===== src/rtl/core/sha512_block_compress_top_assert.svh =====
// Assertion macros for the SHA-512 block compression top level.
`ifndef SHA512_BLOCK_COMPRESS_TOP_ASSERT_SVH
`define SHA512_BLOCK_COMPRESS_TOP_ASSERT_SVH

// Same-cycle implication, checked on every rising clock edge outside reset.
`define SBC_ASSERT_SAME(name, ante, cons, msg) \
  name: assert property (@(posedge clk) disable iff (!rst_n) (ante) |-> (cons)) \
    else $error(msg);

// Next-cycle implication.
`define SBC_ASSERT_NEXT(name, ante, cons, msg) \
  name: assert property (@(posedge clk) disable iff (!rst_n) (ante) |=> (cons)) \
    else $error(msg);

`endif


===== src/rtl/core/sbc_pkg.sv =====
// Shared types, constants and SHA-512 functions for the block compression core.
`timescale 1ns / 1ps

package sbc_pkg;

  localparam int NUM_CHAIN   = 8;
  localparam int BLOCK_WORDS = 16;
  localparam int NUM_ROUNDS  = 80;

  typedef struct packed {
    logic [63:0] message_word;
    logic        start_message;
  } in_word_t;

  typedef struct packed {
    logic [63:0] digest_word;
    logic [2:0]  word_number;
    logic        last_word;
  } out_word_t;

  // Controls from the sequencer to the message schedule.
  typedef struct packed {
    logic       coll_we;
    logic [3:0] coll_addr;
    logic       step;
    logic [6:0] idx;
  } sched_ctl_t;

  // Controls from the sequencer to the compression datapath.
  typedef struct packed {
    logic [2:0] rd_addr;
    logic       wr_en;
    logic [2:0] wr_addr;
    logic       wr_init;
    logic       load_shift;
    logic       round_en;
    logic       emit;
  } cmp_ctl_t;

  localparam logic [63:0] ROUND_K [NUM_ROUNDS] = '{
    64'h428a2f98d728ae22, 64'h7137449123ef65cd, 64'hb5c0fbcfec4d3b2f, 64'he9b5dba58189dbbc,
    64'h3956c25bf348b538, 64'h59f111f1b605d019, 64'h923f82a4af194f9b, 64'hab1c5ed5da6d8118,
    64'hd807aa98a3030242, 64'h12835b0145706fbe, 64'h243185be4ee4b28c, 64'h550c7dc3d5ffb4e2,
    64'h72be5d74f27b896f, 64'h80deb1fe3b1696b1, 64'h9bdc06a725c71235, 64'hc19bf174cf692694,
    64'he49b69c19ef14ad2, 64'hefbe4786384f25e3, 64'h0fc19dc68b8cd5b5, 64'h240ca1cc77ac9c65,
    64'h2de92c6f592b0275, 64'h4a7484aa6ea6e483, 64'h5cb0a9dcbd41fbd4, 64'h76f988da831153b5,
    64'h983e5152ee66dfab, 64'ha831c66d2db43210, 64'hb00327c898fb213f, 64'hbf597fc7beef0ee4,
    64'hc6e00bf33da88fc2, 64'hd5a79147930aa725, 64'h06ca6351e003826f, 64'h142929670a0e6e70,
    64'h27b70a8546d22ffc, 64'h2e1b21385c26c926, 64'h4d2c6dfc5ac42aed, 64'h53380d139d95b3df,
    64'h650a73548baf63de, 64'h766a0abb3c77b2a8, 64'h81c2c92e47edaee6, 64'h92722c851482353b,
    64'ha2bfe8a14cf10364, 64'ha81a664bbc423001, 64'hc24b8b70d0f89791, 64'hc76c51a30654be30,
    64'hd192e819d6ef5218, 64'hd69906245565a910, 64'hf40e35855771202a, 64'h106aa07032bbd1b8,
    64'h19a4c116b8d2d0c8, 64'h1e376c085141ab53, 64'h2748774cdf8eeb99, 64'h34b0bcb5e19b48a8,
    64'h391c0cb3c5c95a63, 64'h4ed8aa4ae3418acb, 64'h5b9cca4f7763e373, 64'h682e6ff3d6b2b8a3,
    64'h748f82ee5defb2fc, 64'h78a5636f43172f60, 64'h84c87814a1f0ab72, 64'h8cc702081a6439ec,
    64'h90befffa23631e28, 64'ha4506cebde82bde9, 64'hbef9a3f7b2c67915, 64'hc67178f2e372532b,
    64'hca273eceea26619c, 64'hd186b8c721c0c207, 64'heada7dd6cde0eb1e, 64'hf57d4f7fee6ed178,
    64'h06f067aa72176fba, 64'h0a637dc5a2c898a6, 64'h113f9804bef90dae, 64'h1b710b35131c471b,
    64'h28db77f523047d84, 64'h32caab7b40c72493, 64'h3c9ebe0a15c9bebc, 64'h431d67c49c100d4c,
    64'h4cc5d4becb3e42b6, 64'h597f299cfc657e2a, 64'h5fcb6fab3ad6faec, 64'h6c44198c4a475817
  };

  function automatic logic [63:0] round_k(input logic [6:0] idx);
    logic [63:0] k;
    k = '0;
    if (idx < 7'(NUM_ROUNDS)) k = ROUND_K[idx];
    return k;
  endfunction

  function automatic logic [63:0] big_sigma0(input logic [63:0] x);
    return {x[27:0], x[63:28]} ^ {x[33:0], x[63:34]} ^ {x[38:0], x[63:39]};
  endfunction

  function automatic logic [63:0] big_sigma1(input logic [63:0] x);
    return {x[13:0], x[63:14]} ^ {x[17:0], x[63:18]} ^ {x[40:0], x[63:41]};
  endfunction

  function automatic logic [63:0] small_sigma0(input logic [63:0] x);
    return {x[0], x[63:1]} ^ {x[7:0], x[63:8]} ^ (x >> 7);
  endfunction

  function automatic logic [63:0] small_sigma1(input logic [63:0] x);
    return {x[18:0], x[63:19]} ^ {x[60:0], x[63:61]} ^ (x >> 6);
  endfunction

endpackage


===== src/rtl/core/sbc_cfg_regs.sv =====
// APB register bank holding the eight initial chaining words.
`timescale 1ns / 1ps

module sbc_cfg_regs (
  input  logic        clk,
  input  logic        rst_n,
  input  logic        psel,
  input  logic        penable,
  input  logic        pwrite,
  input  logic [5:0]  paddr,
  input  logic [63:0] pwdata,
  output logic [63:0] prdata,
  output logic        pready,
  input  logic [2:0]  copy_idx,
  output logic [63:0] init_word
);

  logic [63:0] init_r [sbc_pkg::NUM_CHAIN];
  logic        wr_hit;
  logic [2:0]  reg_idx;

  assign reg_idx = paddr[5:3];
  assign wr_hit  = psel & penable & pwrite;
  assign pready  = 1'b1;

  always_ff @(posedge clk) begin
    if (!rst_n) begin
      for (int i = 0; i < sbc_pkg::NUM_CHAIN; i++) init_r[i] <= '0;
    end else if (wr_hit) begin
      init_r[reg_idx] <= pwdata;
    end
  end

  assign prdata    = init_r[reg_idx];
  assign init_word = init_r[copy_idx];

endmodule


===== config.mk =====
export PLATFORM = sky130hd
export DESIGN_NAME = sbc_cfg_regs
export DESIGN_NICKNAME = d
export VERILOG_FILES = /design/src/rtl/core/sha512_block_compress_top_assert.svh /design/src/rtl/core/sbc_pkg.sv /design/src/rtl/core/sbc_cfg_regs.sv
export SDC_FILE = /design/constraint.sdc
export NUM_CORES = 1
export LEC_CHECK = 0
export ABC_AREA = 1
export BUFFER_PORTS_ARGS = -buffer_cell sky130_fd_sc_hd__buf_2
export CAP_MARGIN = 25
export CORE_MARGIN = 2
export CORE_UTILIZATION = 55
export CTS_BUF_LIST = sky130_fd_sc_hd__clkbuf_4 sky130_fd_sc_hd__clkbuf_8
export CTS_CLUSTER_SIZE = 25
export DETAILED_ROUTE_END_ITERATION = 7
export GPL_TIMING_DRIVEN = 0
export PLACE_DENSITY = 0.74
export REMOVE_ABC_BUFFERS = 1
export SLEW_MARGIN = 40
export SYNTH_ARGS = -nofsm -noshare
export SYNTH_HDL_FRONTEND = slang
export SYNTH_SLANG_ARGS = --single-unit

===== constraint.sdc =====
create_clock -name clk -period 3.2 [get_ports clk]
set_input_delay 0.32 -clock clk [delete_from_list [all_inputs] [get_ports clk]]
set_output_delay 0.32 -clock clk [all_outputs]
set_load 0.01 [all_outputs]

==> flow_metrics.py <==
metrics = {
    "status": {
        "status": "finished, final reports clean",
    },
    "final_layout": {
        "multi_input_area_sq_mm": 0.0116,
        "max_flop_register": "init_r",
        "n_fill_cell": 4651,
        "drive_above_1_share": 0.0963,
        "regArea_sq_mm": 0.0154,
        "final_util": 0.631,
        "nets": 4507,
        "largestRegisters": "init_r x512",
        "final_area_sq_mm": 0.0341,
        "largest_reg_flops": 512,
        "synthToLayoutAreaGrowth_pct": 12.9,
    },
    "yosys": {
        "synth_seq_cells": 512,
        "ys_seq_area_frac": 0.509,
        "synth.cell_area_sq_mm": 0.0302,
        "yosysUniqueCellTypes": 13,
        "yosys_warnings": 0,
        "postSynthCellCount": 4310,
        "avgSynthCellArea_sq_um": 7.01,
    },
    "detailed_routing": {
        "wl_per_cell_microns": 17.6,
        "wl_met3_mm": 10.4,
        "drc_errors": 0,
        "top_layer_used": "met4",
        "drtIter0Drc": 2955,
        "dr_total_vias": 27335,
        "met1_length_mm": 34.0,
        "wl_met2_mm": 42.5,
        "drt_pass1_iterations": 6,
        "detail_route.vias_per_cell": 5.27,
        "wl_mm": 91.4,
        "drtAntennaViolNets": 0,
    },
    "timing": {
        "finalSetupViolCount": 0,
        "report.final.slew_viol_count": 0,
        "min_period_ns": 3.01,
        "fmax_mhz": 333,
        "relSlewSlack": 0.591,
        "hold_viol": 0,
        "setup_tns_ns": 0,
        "worst_pin_slew_ns": 0.614,
        "period_share": 0.940,
        "rsz0062_at_grt": "false",
    },
    "setup_path": {
        "path_buf_inv": 7,
        "slowest_stage": "buf_16",
        "slowest_delay_ns": 0.35,
        "end_kind": "primary output",
        "critPathMaxFanout": 69,
        "worstSetupPathType": "in -> out",
        "worstSetupStartpointType": "primary input",
        "arrival_ns": 2.69,
        "cp_cell_sequence": "buf_8, buf_16, buf_16, inv_8, buf_16, buf_16, nand2_1, nand3_1, nand2_1, nand2_1, nand2_1, buf_2",
        "cp_top_family": "buffers and inverters",
        "required_ns": 2.88,
    },
    "min_path": {
        "min_from": "pwdata[44]",
        "min_path_cells": 3,
        "min_to": "init_r[3][44]",
        "hp-class": "in -> reg",
    },
    "global_route": {
        "grt_antenna_before_repair": 3,
        "grt_max_degree": 94,
        "gr-total-overflow": 0,
        "grt_pass1_wl_mm": 139,
        "track_usage": 0.321,
        "grt_pass1_vias": 25662,
    },
    "cts": {
        "cts_max_level": 3,
        "clk_pin_slew_ns": 0.06,
        "clock-sinks": 512,
        "post_cts.repair.setup_buffers": 0,
        "numCtsBuffers": 84,
        "cts_resized": 0,
        "cts_tree": "done",
        "postCtsHoldBufs": 0,
        "clockBufferDepth": 3,
        "cts_root_buf": "clkbuf_8",
    },
    "placed_design": {
        "dpl_cell_area_sq_mm": 0.0326,
        "gp_congestion": 0.794,
        "portBuffers": 202,
        "hpwlAfterDp_mm": 53.8,
    },
    "floorplan": {
        "core_sq_mm": 0.0540,
        "start_util": 0.559,
        "rows": 85,
        "die_h_microns": 238,
        "die_area_sq_mm": 0.0568,
        "die_w_microns": 238,
        "ios": 207,
    },
    "power": {
        "comb_power_share": 0.156,
        "switchingPower_w": 0.00443,
        "p_leak_nw": 18.2,
        "intPower_w": 0.0113,
        "p_sw_frac": 0.281,
        "vdd_drop_max_v": 0.000286,
        "power_per_cell_area_mw_per_mm2": 462,
        "seqPwrFrac": 0.502,
        "power_frac_clock": 0.342,
    },
    "run": {
        "drv_cap": 0,
    },
}
==> how the worst max path moves through the flow <==
stage	startpoint	slack, ns	endpoint	cells after the start
2_1_floorplan	paddr[3]	-3.65	init_r[2][0]	3
3_3_place_gp	paddr[3]	-16.98	init_r[6][8]	4
3_5_place_dp	paddr[5]	-0.44	init_r[4][35]	10
4_1_cts	copy_idx[0]	0.12	init_word[34]	12
5_1_grt	copy_idx[0]	0.07	init_word[34]	12
6_report	copy_idx[0]	0.19	init_word[3]	12
==> area by class of cell <==
cell class	count	area share
clock inverters	26	0.00326
flip-flops and latches	512	0.451
inverters	582	0.0654
repair buffers	288	0.0740
multi-input cells	2961	0.339
well taps	696	0.0255
clock buffers	116	0.0415
diodes	3	0.000220
==> power by group through the flow <==
stage | Sequential [W] | Clock, W | Combinational, W
2_1_floorplan | 0.00803 | 0 | 0.00139
3_3_place_gp | 0.00808 | 0 | 0.00238
3_5_place_dp | 0.00805 | 0 | 0.00243
4_1_cts | 0.00791 | 0.00542 | 0.00244
5_1_grt | 0.00796 | 0.00568 | 0.00274
6_report | 0.00792 | 0.00539 | 0.00247
==> placed cells by master, fill, tap and decap left out <==
cell type      n
conb_1         1
edfxtp_1     512
nand2_1     2163
clkbuf_8      87
buf_16        22
diode_2        3
buf_4         26
inv_8          6
buf_6         14
buf_12        25
buf_2        196
clkinv_1      17
inv_1        576
nand3_1      258
clkinv_2       8
clkbuf_16      1
clkbuf_4      29
buf_8          4
nand2_4        8
nand3_4        4
clkinvlp_4     1
nor2_1       518
nor2_4         1
nand4_1        8
==> per-stage QoR <==
| stage | instances | total power, W | setup slack [ns] | hold slack (ns) |
|---|---|---|---|---|
| floorplan | 4055 | 0.00942 | -3.65 | 0.609 |
| global placement | 4953 | 0.0105 | -16.98 | 0.723 |
| detailed placement | 5038 | 0.0105 | -0.442 | 0.728 |
| CTS | 5180 | 0.0158 | 0.116 | 0.0149 |
| global route | 5184 | 0.0164 | 0.0732 | 0.0627 |
| finish | 5184 | 0.0158 | 0.193 | 0.0511 |
==> per-layer routing <==
layer  vias to the layer above  global-route usage
met5                         -                   0
met4                         0               0.181
met3                       318              0.0526
met2                      1547               0.532
met1                     12262               0.402
li1                      13208                   -
==> worst min-delay path: stages <==
cell	delay [ns]
buf_2	0.07
inv_1	0.10
nor2_1	0.12
==> synthesized netlist by cell type (all sizes together) <==
master | n | area share
inv | 582 | 0.072
nand2 | 2171 | 0.27
nor2 | 519 | 0.065
edfxtp | 512 | 0.51
conb | 1 | 0.00012
buf | 195 | 0.032
clkbuf | 60 | 0.0075
nand4 | 8 | 0.0017
nand3 | 262 | 0.043
==> kinds of logic after synthesis <==
| kind of cell | share of synthesized area |
|---|---|
| other | 0.000124 |
| flip-flops | 0.509 |
| AND/OR/NAND/NOR | 0.380 |
| buffers and inverters | 0.111 |
(Power assumes the default switching activity.)
